==> config.mk <==
export PLATFORM = sky130hd
export DESIGN_NAME = rx_l4_checksum_verifier_flat
export DESIGN_NICKNAME = d
export VERILOG_FILES = /design/src/rtl/core/rlcv_pkg.sv /design/src/rtl/core/rlcv_if.sv /design/src/rtl/core/rlcv_front.sv /design/src/rtl/core/rlcv_fifo.sv /design/src/rtl/core/rlcv_back.sv /design/src/rtl/core/rx_l4_checksum_verifier.sv /design/src/flat_wrapper.sv
export VERILOG_INCLUDE_DIRS = /design/src /design/src/rtl/core
export SDC_FILE = /design/constraint.sdc
export NUM_CORES = 1
export LEC_CHECK = 0
export BUFFER_PORTS_ARGS = -buffer_cell sky130_fd_sc_hd__buf_2
export CELL_PAD_IN_SITES_DETAIL_PLACEMENT = 0
export CELL_PAD_IN_SITES_GLOBAL_PLACEMENT = 1
export CORE_MARGIN = 1
export CORE_UTILIZATION = 47
export CTS_CLUSTER_DIAMETER = 40
export DETAILED_ROUTE_END_ITERATION = 6
export GPL_ROUTABILITY_DRIVEN = 0
export HOLD_SLACK_MARGIN = 0.02
export MAX_ROUTING_LAYER = met4
export PLACE_DENSITY = 0.81
export SKIP_LAST_GASP = 1
export SLEW_MARGIN = 20
export SYNTH_ARGS = -nofsm -noshare
export SYNTH_HDL_FRONTEND = slang
export SYNTH_HIERARCHICAL = 1
export SYNTH_SLANG_ARGS = --single-unit
export TNS_END_PERCENT = 1
==> constraint.sdc <==
create_clock -name clk_i -period 7.4 [get_ports clk_i]
set_input_delay 1.11 -clock clk_i [delete_from_list [all_inputs] [get_ports clk_i]]
set_output_delay 1.11 -clock clk_i [all_outputs]
set_load 0.02 [all_outputs]
==> src/rtl/core/rx_l4_checksum_verifier_macros.svh <==
// Assertion macros for the checksum verifier RTL
`ifndef RX_L4_CHECKSUM_VERIFIER_MACROS_SVH
`define RX_L4_CHECKSUM_VERIFIER_MACROS_SVH

// Same-cycle implication, sampled on clk_i, off during reset
`define RLCV_ASSERT_IMPL(label, ante, cons) \
  label: assert property (@(posedge clk_i) disable iff (!rst_ni) (ante) |-> (cons)) \
    else $error("rlcv: same-cycle check failed");

// Next-cycle implication, sampled on clk_i, off during reset
`define RLCV_ASSERT_NEXT(label, ante, cons) \
  label: assert property (@(posedge clk_i) disable iff (!rst_ni) (ante) |=> (cons)) \
    else $error("rlcv: next-cycle check failed");

`endif

==> src/rtl/core/rlcv_pkg.sv <==
// Types, constants and helpers for the L4 checksum verifier
`default_nettype none

package rlcv_pkg;

  localparam logic [7:0] V4_FIRST_BYTE = 8'h45;
  localparam int unsigned V4_HDR_WORDS = 5;
  localparam logic [7:0] PROTO_TCP = 8'd6;
  localparam logic [7:0] PROTO_UDP = 8'd17;

  localparam logic [5:0] MAX_BYTES     = 6'd48;
  localparam logic [5:0] V4_HDR_BYTES  = 6'(V4_HDR_WORDS * 4);
  localparam logic [5:0] V6_HDR_BYTES  = 6'd40;
  localparam logic [5:0] V4_ADDR_FIRST = 6'd12;
  localparam logic [5:0] V6_ADDR_FIRST = 6'd8;
  localparam logic [5:0] V4_LEN_POS    = 6'd2;
  localparam logic [5:0] V4_FRAG_POS   = 6'd6;
  localparam logic [5:0] V4_UDP_POS    = 6'd26;
  localparam logic [5:0] V6_LEN_POS    = 6'd4;
  localparam logic [5:0] V6_UDP_POS    = 6'd46;

  localparam logic [15:0] V4_HDR_LEN  = 16'(V4_HDR_WORDS * 4);
  localparam logic [15:0] V6_HDR_LEN  = 16'd40;
  localparam logic [15:0] TCP_HDR_LEN = 16'd20;
  localparam logic [15:0] UDP_HDR_LEN = 16'd8;
  localparam logic [13:0] FRAG_MASK_ZERO = 14'd0;

  localparam int unsigned QUEUE_DEPTH = 2;
  localparam int unsigned QUEUE_PTR_W = $clog2(QUEUE_DEPTH);
  localparam int unsigned QUEUE_CNT_W = $clog2(QUEUE_DEPTH + 1);

  typedef enum logic [2:0] {
    VERDICT_OK            = 3'd0,
    VERDICT_NOT_SUPPORTED = 3'd1,
    VERDICT_HDR_ERR       = 3'd2,
    VERDICT_CSUM_ERR      = 3'd3,
    VERDICT_UDP_UNCHECKED = 3'd4
  } verdict_e;

  typedef struct packed {
    logic [15:0] header_sum;
    logic [15:0] address_sum;
    logic [7:0]  version_byte;
    logic [15:0] fragment_word;
    logic [15:0] declared_length;
    logic [15:0] udp_check_word;
    logic [15:0] frame_length;
    logic [15:0] engine_sum;
    logic [7:0]  l4_protocol;
    logic        ip_typed;
    logic        engine_csum_valid;
    logic        is_v4;
  } frame_sum_t;

  function automatic logic [15:0] add16(input logic [15:0] a, input logic [15:0] b);
    logic [16:0] s;
    s = {1'b0, a} + {1'b0, b};
    return s[15:0] + {15'd0, s[16]};
  endfunction

endpackage

`default_nettype wire

==> src/rtl/core/rlcv_if.sv <==
// Byte input and result channel interfaces
`default_nettype none

interface rlcv_in_if;
  logic        valid;
  logic        ready;
  logic [7:0]  frame_byte;
  logic        last_byte;
  logic [15:0] frame_length;
  logic [15:0] engine_sum;
  logic [7:0]  l4_protocol;
  logic        ip_typed;
  logic        engine_csum_valid;
  logic        is_v4;

  modport source (
    output valid, frame_byte, last_byte, frame_length, engine_sum, l4_protocol,
           ip_typed, engine_csum_valid, is_v4,
    input  ready
  );
  modport sink (
    input  valid, frame_byte, last_byte, frame_length, engine_sum, l4_protocol,
           ip_typed, engine_csum_valid, is_v4,
    output ready
  );
endinterface

interface rlcv_out_if;
  logic        valid;
  logic        ready;
  logic [2:0]  verdict;
  logic [15:0] effective_length;

  modport source (output valid, verdict, effective_length, input ready);
  modport sink (input valid, verdict, effective_length, output ready);
endinterface

`default_nettype wire

==> src/rtl/core/rlcv_front.sv <==
// Front end: per-byte header capture and running sums
`default_nettype none

module rlcv_front import rlcv_pkg::*; (
  input  logic       clk_i,
  input  logic       rst_ni,
  rlcv_in_if.sink    data_i,
  input  logic       q_full_i,
  output logic       push_o,
  output frame_sum_t rec_o
);

  logic [5:0]  idx_q, idx_d;
  logic [15:0] hsum_q, hsum_d;
  logic [15:0] asum_q, asum_d;
  logic [7:0]  odd_q, odd_d;
  logic [7:0]  ver_q, ver_d;
  logic [15:0] frag_q, frag_d;
  logic [15:0] dlen_q, dlen_d;
  logic [15:0] udp_q, udp_d;
  logic        beat;

  assign data_i.ready = !q_full_i;
  assign beat         = data_i.valid && data_i.ready;
  assign push_o       = beat && data_i.last_byte;

  always_comb begin
    logic [15:0] part;
    logic [15:0] word;
    logic [5:0]  pos;
    logic        in_hdr;
    logic        in_addr;
    idx_d  = idx_q;
    hsum_d = hsum_q;
    asum_d = asum_q;
    odd_d  = odd_q;
    ver_d  = ver_q;
    frag_d = frag_q;
    dlen_d = dlen_q;
    udp_d  = udp_q;
    part   = idx_q[0] ? {8'h00, data_i.frame_byte} : {data_i.frame_byte, 8'h00};
    word   = idx_q[0] ? {odd_q, data_i.frame_byte} : {data_i.frame_byte, 8'h00};
    pos    = {idx_q[5:1], 1'b0};
    if (data_i.is_v4) begin
      in_hdr  = idx_q < V4_HDR_BYTES;
      in_addr = idx_q inside {[V4_ADDR_FIRST : V4_HDR_BYTES - 6'd1]};
    end else begin
      in_hdr  = idx_q < V6_HDR_BYTES;
      in_addr = idx_q inside {[V6_ADDR_FIRST : V6_HDR_BYTES - 6'd1]};
    end
    if (idx_q < MAX_BYTES) begin
      if (in_hdr) begin
        hsum_d = add16(hsum_q, part);
      end
      if (in_addr) begin
        asum_d = add16(asum_q, part);
      end
      if (!idx_q[0]) begin
        odd_d = data_i.frame_byte;
      end
      if (idx_q == 6'd0) begin
        ver_d = data_i.frame_byte;
      end
      if (data_i.is_v4) begin
        if (pos == V4_LEN_POS)  dlen_d = word;
        if (pos == V4_FRAG_POS) frag_d = word;
        if (pos == V4_UDP_POS)  udp_d  = word;
      end else begin
        if (pos == V6_LEN_POS)  dlen_d = word;
        if (pos == V6_UDP_POS)  udp_d  = word;
      end
      idx_d = idx_q + 6'd1;
    end
  end

  always_comb begin
    rec_o.header_sum        = hsum_d;
    rec_o.address_sum       = asum_d;
    rec_o.version_byte      = ver_d;
    rec_o.fragment_word     = frag_d;
    rec_o.declared_length   = dlen_d;
    rec_o.udp_check_word    = udp_d;
    rec_o.frame_length      = data_i.frame_length;
    rec_o.engine_sum        = data_i.engine_sum;
    rec_o.l4_protocol       = data_i.l4_protocol;
    rec_o.ip_typed          = data_i.ip_typed;
    rec_o.engine_csum_valid = data_i.engine_csum_valid;
    rec_o.is_v4             = data_i.is_v4;
  end

  always_ff @(posedge clk_i or negedge rst_ni) begin
    if (!rst_ni) begin
      idx_q  <= '0;
      hsum_q <= '0;
      asum_q <= '0;
      odd_q  <= '0;
      ver_q  <= '0;
      frag_q <= '0;
      dlen_q <= '0;
      udp_q  <= '0;
    end else if (beat) begin
      if (data_i.last_byte) begin
        idx_q  <= '0;
        hsum_q <= '0;
        asum_q <= '0;
        odd_q  <= '0;
        ver_q  <= '0;
        frag_q <= '0;
        dlen_q <= '0;
        udp_q  <= '0;
      end else begin
        idx_q  <= idx_d;
        hsum_q <= hsum_d;
        asum_q <= asum_d;
        odd_q  <= odd_d;
        ver_q  <= ver_d;
        frag_q <= frag_d;
        dlen_q <= dlen_d;
        udp_q  <= udp_d;
      end
    end
  end

endmodule

`default_nettype wire

==> src/rtl/core/rlcv_fifo.sv <==
// Short queue of per-frame summaries between front and back
`default_nettype none

module rlcv_fifo import rlcv_pkg::*; (
  input  logic       clk_i,
  input  logic       rst_ni,
  input  logic       push_i,
  input  frame_sum_t rec_i,
  output logic       full_o,
  output logic       valid_o,
  input  logic       pop_i,
  output frame_sum_t rec_o
);

  localparam logic [QUEUE_CNT_W-1:0] DEPTH = QUEUE_CNT_W'(QUEUE_DEPTH);

  frame_sum_t                 mem_q [QUEUE_DEPTH];
  logic [QUEUE_PTR_W-1:0]     wr_ptr_q, rd_ptr_q;
  logic [QUEUE_CNT_W-1:0]     count_q;

  assign full_o  = count_q == DEPTH;
  assign valid_o = count_q != '0;
  assign rec_o   = mem_q[rd_ptr_q];

  always_ff @(posedge clk_i) begin
    if (push_i) begin
      mem_q[wr_ptr_q] <= rec_i;
    end
  end

  always_ff @(posedge clk_i or negedge rst_ni) begin
    if (!rst_ni) begin
      wr_ptr_q <= '0;
      rd_ptr_q <= '0;
      count_q  <= '0;
    end else begin
      if (push_i) wr_ptr_q <= wr_ptr_q + QUEUE_PTR_W'(1);
      if (pop_i)  rd_ptr_q <= rd_ptr_q + QUEUE_PTR_W'(1);
      if (push_i && !pop_i) begin
        count_q <= count_q + QUEUE_CNT_W'(1);
      end else if (pop_i && !push_i) begin
        count_q <= count_q - QUEUE_CNT_W'(1);
      end
    end
  end

  `include "rx_l4_checksum_verifier_macros.svh"

  `RLCV_ASSERT_IMPL(a_pop_not_empty, pop_i, count_q != '0)
  `RLCV_ASSERT_IMPL(a_push_not_full, push_i, count_q != DEPTH)
  `RLCV_ASSERT_NEXT(a_count_up, push_i && !pop_i, count_q == $past(count_q) + QUEUE_CNT_W'(1))

endmodule

`default_nettype wire

==> src/rtl/core/rlcv_back.sv <==
// Back end: header checks, checksum fold and result register
`default_nettype none

module rlcv_back import rlcv_pkg::*; (
  input  logic       clk_i,
  input  logic       rst_ni,
  input  logic       valid_i,
  input  frame_sum_t rec_i,
  output logic       pop_o,
  rlcv_out_if.source result_o
);

  typedef struct packed {
    verdict_e    verdict;
    logic        check;
    logic [15:0] eff;
    logic [15:0] p1;
    logic [15:0] acc1;
    logic [7:0]  proto;
  } back_stage_t;

  back_stage_t s1_q, s1_d;
  logic        s1_vq;
  logic        out_vq;
  verdict_e    verdict_q;
  logic [15:0] eff_q;
  logic        out_free;
  logic        s1_free;

  assign out_free = !out_vq || result_o.ready;
  assign s1_free  = !s1_vq || out_free;
  assign pop_o    = valid_i && s1_free;

  always_comb begin
    logic        supported;
    logic        ok4;
    logic        ok6;
    logic        ok;
    logic [15:0] l4;
    logic [16:0] full;
    logic [15:0] plen;
    supported = rec_i.ip_typed && rec_i.engine_csum_valid &&
                (rec_i.l4_protocol == PROTO_TCP || rec_i.l4_protocol == PROTO_UDP);
    ok4 = rec_i.frame_length >= V4_HDR_LEN && rec_i.version_byte == V4_FIRST_BYTE &&
          rec_i.fragment_word[13:0] == FRAG_MASK_ZERO && rec_i.header_sum == 16'hFFFF &&
          rec_i.frame_length >= rec_i.declared_length &&
          rec_i.declared_length >= V4_HDR_LEN;
    l4   = (rec_i.l4_protocol == PROTO_TCP) ? TCP_HDR_LEN : UDP_HDR_LEN;
    full = {1'b0, rec_i.declared_length} + {1'b0, V6_HDR_LEN};
    ok6  = rec_i.frame_length >= V6_HDR_LEN + l4 && rec_i.declared_length >= l4 &&
           {1'b0, rec_i.frame_length} >= full;
    ok   = rec_i.is_v4 ? ok4 : ok6;
    plen = rec_i.is_v4 ? rec_i.declared_length - V4_HDR_LEN : rec_i.declared_length;

    s1_d.check = 1'b0;
    s1_d.eff   = rec_i.frame_length;
    s1_d.p1    = add16(rec_i.address_sum, plen);
    s1_d.acc1  = add16(~rec_i.engine_sum, rec_i.header_sum);
    s1_d.proto = rec_i.l4_protocol;
    if (!supported) begin
      s1_d.verdict = VERDICT_NOT_SUPPORTED;
    end else if (!ok) begin
      s1_d.verdict = VERDICT_HDR_ERR;
    end else begin
      s1_d.eff = rec_i.is_v4 ? rec_i.declared_length : full[15:0];
      if (rec_i.l4_protocol == PROTO_UDP && rec_i.udp_check_word == 16'd0) begin
        s1_d.verdict = VERDICT_UDP_UNCHECKED;
      end else begin
        s1_d.verdict = VERDICT_OK;
        s1_d.check   = 1'b1;
      end
    end
  end

  always_ff @(posedge clk_i) begin
    if (pop_o) begin
      s1_q <= s1_d;
    end
  end

  always_ff @(posedge clk_i or negedge rst_ni) begin
    if (!rst_ni) begin
      s1_vq  <= 1'b0;
      out_vq <= 1'b0;
    end else begin
      if (s1_free) s1_vq  <= valid_i;
      if (out_free) out_vq <= s1_vq;
    end
  end

  always_ff @(posedge clk_i) begin
    logic [15:0] pseudo;
    logic [15:0] acc;
    pseudo = add16(s1_q.p1, {8'h00, s1_q.proto});
    acc    = add16(s1_q.acc1, ~pseudo);
    if (out_free && s1_vq) begin
      eff_q <= s1_q.eff;
      if (s1_q.check) begin
        verdict_q <= (acc == 16'hFFFF) ? VERDICT_OK : VERDICT_CSUM_ERR;
      end else begin
        verdict_q <= s1_q.verdict;
      end
    end
  end

  assign result_o.valid            = out_vq;
  assign result_o.verdict          = verdict_q;
  assign result_o.effective_length = eff_q;

endmodule

`default_nettype wire

==> src/rtl/core/rx_l4_checksum_verifier.sv <==
// Receive-side TCP/UDP checksum verifier, top level.
// Header bytes enter one beat per cycle while the queue is not full, starting
// at the IP header; each frame's last beat carries the frame metadata and yields
// one result (verdict and trimmed length). The front captures header words and
// keeps the running ones' complement sums, so a beat never waits on the
// arithmetic; a two-entry summary queue feeds a two-stage back end that does
// the header checks and the end-around checksum fold. A frame's summary
// passes through the queue, the stage-one register and the result register.
// The input stalls only when the queue is full, i.e. when the result side
// holds ready low long enough to back up two further frames.
`default_nettype none

module rx_l4_checksum_verifier import rlcv_pkg::*; (
  input  logic       clk_i,
  input  logic       rst_ni,
  rlcv_in_if.sink    data_i,
  rlcv_out_if.source result_o
);

  logic       push;
  logic       full;
  logic       q_valid;
  logic       pop;
  frame_sum_t rec_in;
  frame_sum_t rec_head;

  rlcv_front u_front (
    .clk_i    (clk_i),
    .rst_ni   (rst_ni),
    .data_i   (data_i),
    .q_full_i (full),
    .push_o   (push),
    .rec_o    (rec_in)
  );

  rlcv_fifo u_fifo (
    .clk_i   (clk_i),
    .rst_ni  (rst_ni),
    .push_i  (push),
    .rec_i   (rec_in),
    .full_o  (full),
    .valid_o (q_valid),
    .pop_i   (pop),
    .rec_o   (rec_head)
  );

  rlcv_back u_back (
    .clk_i    (clk_i),
    .rst_ni   (rst_ni),
    .valid_i  (q_valid),
    .rec_i    (rec_head),
    .pop_o    (pop),
    .result_o (result_o)
  );

endmodule

`default_nettype wire

==> src/flat_wrapper.sv <==
// flat-port wrapper written by rule: the top's interface ports become plain ports
module rx_l4_checksum_verifier_flat import rlcv_pkg::*;
  (clk_i, rst_ni, data_i_valid, data_i_frame_byte, data_i_last_byte, data_i_frame_length, data_i_engine_sum, data_i_l4_protocol, data_i_ip_typed, data_i_engine_csum_valid, data_i_is_v4, data_i_ready, result_o_valid, result_o_verdict, result_o_effective_length, result_o_ready);
  rlcv_in_if data_i_i ();
  rlcv_out_if result_o_i ();
  input  logic clk_i;
  input  logic rst_ni;
  input wire logic [$bits(data_i_i.valid)-1:0] data_i_valid;
  input wire logic [$bits(data_i_i.frame_byte)-1:0] data_i_frame_byte;
  input wire logic [$bits(data_i_i.last_byte)-1:0] data_i_last_byte;
  input wire logic [$bits(data_i_i.frame_length)-1:0] data_i_frame_length;
  input wire logic [$bits(data_i_i.engine_sum)-1:0] data_i_engine_sum;
  input wire logic [$bits(data_i_i.l4_protocol)-1:0] data_i_l4_protocol;
  input wire logic [$bits(data_i_i.ip_typed)-1:0] data_i_ip_typed;
  input wire logic [$bits(data_i_i.engine_csum_valid)-1:0] data_i_engine_csum_valid;
  input wire logic [$bits(data_i_i.is_v4)-1:0] data_i_is_v4;
  output wire logic [$bits(data_i_i.ready)-1:0] data_i_ready;
  output wire logic [$bits(result_o_i.valid)-1:0] result_o_valid;
  output wire logic [$bits(result_o_i.verdict)-1:0] result_o_verdict;
  output wire logic [$bits(result_o_i.effective_length)-1:0] result_o_effective_length;
  input wire logic [$bits(result_o_i.ready)-1:0] result_o_ready;
  assign data_i_i.valid = data_i_valid;
  assign data_i_i.frame_byte = data_i_frame_byte;
  assign data_i_i.last_byte = data_i_last_byte;
  assign data_i_i.frame_length = data_i_frame_length;
  assign data_i_i.engine_sum = data_i_engine_sum;
  assign data_i_i.l4_protocol = data_i_l4_protocol;
  assign data_i_i.ip_typed = data_i_ip_typed;
  assign data_i_i.engine_csum_valid = data_i_engine_csum_valid;
  assign data_i_i.is_v4 = data_i_is_v4;
  assign data_i_ready = data_i_i.ready;
  assign result_o_valid = result_o_i.valid;
  assign result_o_verdict = result_o_i.verdict;
  assign result_o_effective_length = result_o_i.effective_length;
  assign result_o_i.ready = result_o_ready;
  rx_l4_checksum_verifier u_core (.clk_i(clk_i), .rst_ni(rst_ni), .data_i(data_i_i), .result_o(result_o_i));
endmodule
==> run summary <==
The flow ran to the end, and the final reports show no timing, DRC or antenna violations. Once layout is done, the placed cells without fillers occupy 0.0296 mm2. After layout, the minimum clock period comes to 6.80 ns.

Start point of the worst min-delay path: u_core/u_back/s1_q[44]. The longest clock path from root to sink contains 3 buffers. The detail route stage leaves a number of antenna-violating nets equal to 0. The type of the worst setup path was flop to flop. Entering global routing, the biggest net connects 96 pins.

The count of cells in the finished layout, fillers not included, comes to 3188. The area added between synthesis and finish is 11.1%, and the worst IR drop on VDD is 0.283 mV. In the post-route analysis, the smallest setup slack over all paths is 0.599 ns.

Along the worst path, the maximum fanout reaches 6. The launch point of the critical path is u_core/u_back/s1_q[0]. The timing-limited maximum frequency came out at 147 MHz. The run gives 0 as the max-slew violation total from the final report.

Across the run, the number of max-cap violations was 0. The path type of the worst min-delay path was flop to flop. Timing analysis after detailed placement gives a worst setup slack of 0.260 ns. The number of global-route vias before repair was 18099. The post-synthesis cell count is 2380. The tree is rooted in a clkbuf_16. Measured along the y axis, the die boundary spans 240 um. For this design, the slowest cell found on the critical path is or4_1. Number of antenna violations at the first check in global routing: 1. The run gives 0 as the number of DRC violations after detailed routing. Setup total negative slack on the finished layout was measured at 0 ns. The number of hold buffers added after CTS was 0. The source of the worst register-to-register timing path was u_core/u_back/s1_q[0].

Setup repair after global routing left no endpoint under its margin. The floorplan step defined a core boundary enclosing 0.0555 mm2. The tools report the number of clock sinks as 443. The initialized floorplan defines 86 standard-cell rows.

TritonCTS built the clock tree. The logs give 0 for the overall overflow remaining after global route and 4750 for the final-layout fill cell count. Setup violations remaining at the end of the flow were counted as 0. The first TritonRoute pass finished after 5 iterations. The die covers 0.0576 mm2.

The utilization of the core after routing is 0.533, and the number of warnings printed during yosys synthesis is 6. In the layout the commonest cells are edfxtp_1 (337), nand2_1 (178), xnor2_1 (133). For the post-route clock skew, the log shows 0.0224 ns. When the netlist entered floorplanning its net count stood at 2563. The cell that appears most often on the critical path is ha_1. Count of vias placed by the detailed router: 18772.

During placement, the flow inserted port buffers numbering 76. Clock latency at the later pin of the worst-skew pair: 0.59 ns. Dividing the detail-routed via count by the number of cells gives 5.89. Data on the critical path is required at its endpoint by 7.71 ns.

The logs give 0 for the final hold violation count and 0.479 for the starting utilization of the core area. The slew at the pin with the worst max-slew slack was 1.07 ns. For this design the top-level I/O count stands at 77. For the headroom to the max-slew limit, the log shows 0.284. The tools report the leakage power total as 11.4 nW. STA classifies the critical path startpoint as a flop. The die outline width came out at 240 um. The clock-pin slew reported for the worst setup and hold paths after clock tree synthesis was 0.06 ns. The fraction of final layout cells sized beyond drive strength 1 came out at 0.167. In this run the mean area of a mapped cell was 11.2 um2. The power per unit of standard cell area is 481 mW/mm2. STA classifies the critical path endpoint as a flop. After legalization and detailed placement, the total HPWL measured 45200 um.

After detailed routing, the average wire length per cell comes to 20.2 um. The portion of the clock cycle consumed by the worst path in the final layout came out at 0.919. The logs give 0.232 for the overall track demand over capacity in global routing and 1411 for the violation count after the first detailed-route iteration. The H-tree was split into 3 levels. The number of nets in the layout is 2570, and the data arrival at the endpoint of the critical path is 7.11 ns. The number of cells in the design after placement came out at 3062. The final wirelength came out at 64500 um. Most common cell after layout, fill and taps aside: edfxtp_1. The first global-routing pass estimated 101000 um of wire. The post-place instance area is 0.0272 mm2. The netlist area before placement came out at 0.0266 mm2. The TritonCTS buffer count was 70. In this design, the stage delay of the slowest critical-path cell is 0.52 ns.
sequential cells by signal (all words and copies together), names as in the netlist:
register	flops
u_core/u_front/hsum_q	16
u_core/u_front/idx_q	6
u_core/u_fifo/count_q	2
u_core/u_back/result_o.verdict	3
u_core/u_fifo/wr_ptr_q	1
u_core/u_front/dlen_q	16
u_core/u_fifo/mem_q	258
u_core/u_front/ver_q	8
u_core/u_back/result_o.valid	1
u_core/u_back/s1_vq	1
u_core/u_front/odd_q	8
u_core/u_front/asum_q	16
u_core/u_back/result_o.effective_length	16
u_core/u_back/s1_q	60
u_core/u_fifo/rd_ptr_q	1
u_core/u_front/udp_q	16
u_core/u_front/frag_q	14
metal layers:
metal,track usage,vias to the layer above,share of wire
met3,0.0335,125,0.050
met2,0.360,554,0.46
li1,-,8895,-
met4,0.0755,0,0.030
met1,0.314,9198,0.46
met5,-,-,0
critical path, delay by kind of cell, from the launching register on:
family                     cells  cell delay [ns]
AOI/OAI and AO/OA             15             2.92
DFF                            1             0.34
and+or+nand+nor               10             1.96
adders and majority gates      5             1.26
buffers and inverters          1             0.06
stage by stage:
step	total power, mW	hold slack, ns
2_1_floorplan	9.31	0.400
3_3_place_gp	10.8	0.401
3_5_place_dp	10.9	0.405
5_1_grt	15.2	0.419
4_1_cts	14.2	0.413
6_report	14.2	0.412
path summary, 6_finish.rpt:
check	to	depth (start not counted)	slack, ns
worst max-delay path	u_core/u_back/result_o.verdict[0]	31	0.60
worst min-delay path	u_core/u_back/result_o.effective_length[4]	0	0.41
worst max register to register	u_core/u_back/result_o.verdict[0]	31	0.60
worst min register to register	u_core/u_back/result_o.effective_length[4]	0	0.41
max in group asynchronous	u_core/u_front/ver_q[1]	2	5.46
min in group asynchronous	u_core/u_front/idx_q[4]	1	0.55
power breakdown:
part / total (mW) / switching (mW) / internal (mW)
registers: 3.83 / 0.351 / 3.48
clock network: 3.19 / 1.19 / 1.99
logic: 7.22 / 4.33 / 2.88
total: 14.2 / 5.88 / 8.36
final cells by class:
type                       count  area [um2]  area share
sequential                   443       12800       0.432
multi-input combinational   1692       12700       0.429
clock buffer                  80        1880      0.0637
tap                          748         936      0.0316
timing repair buffer          91         528      0.0178
clock inverter                44         427      0.0144
inverter                      89         337      0.0114
antenna                        1        2.50   0.0000846
timing repair:
item,in CTS,in global routing
buffers inserted,0,0
setup endpoints to repair,0,2
resized for setup,0,6
Power figures use the tool's default switching activity.
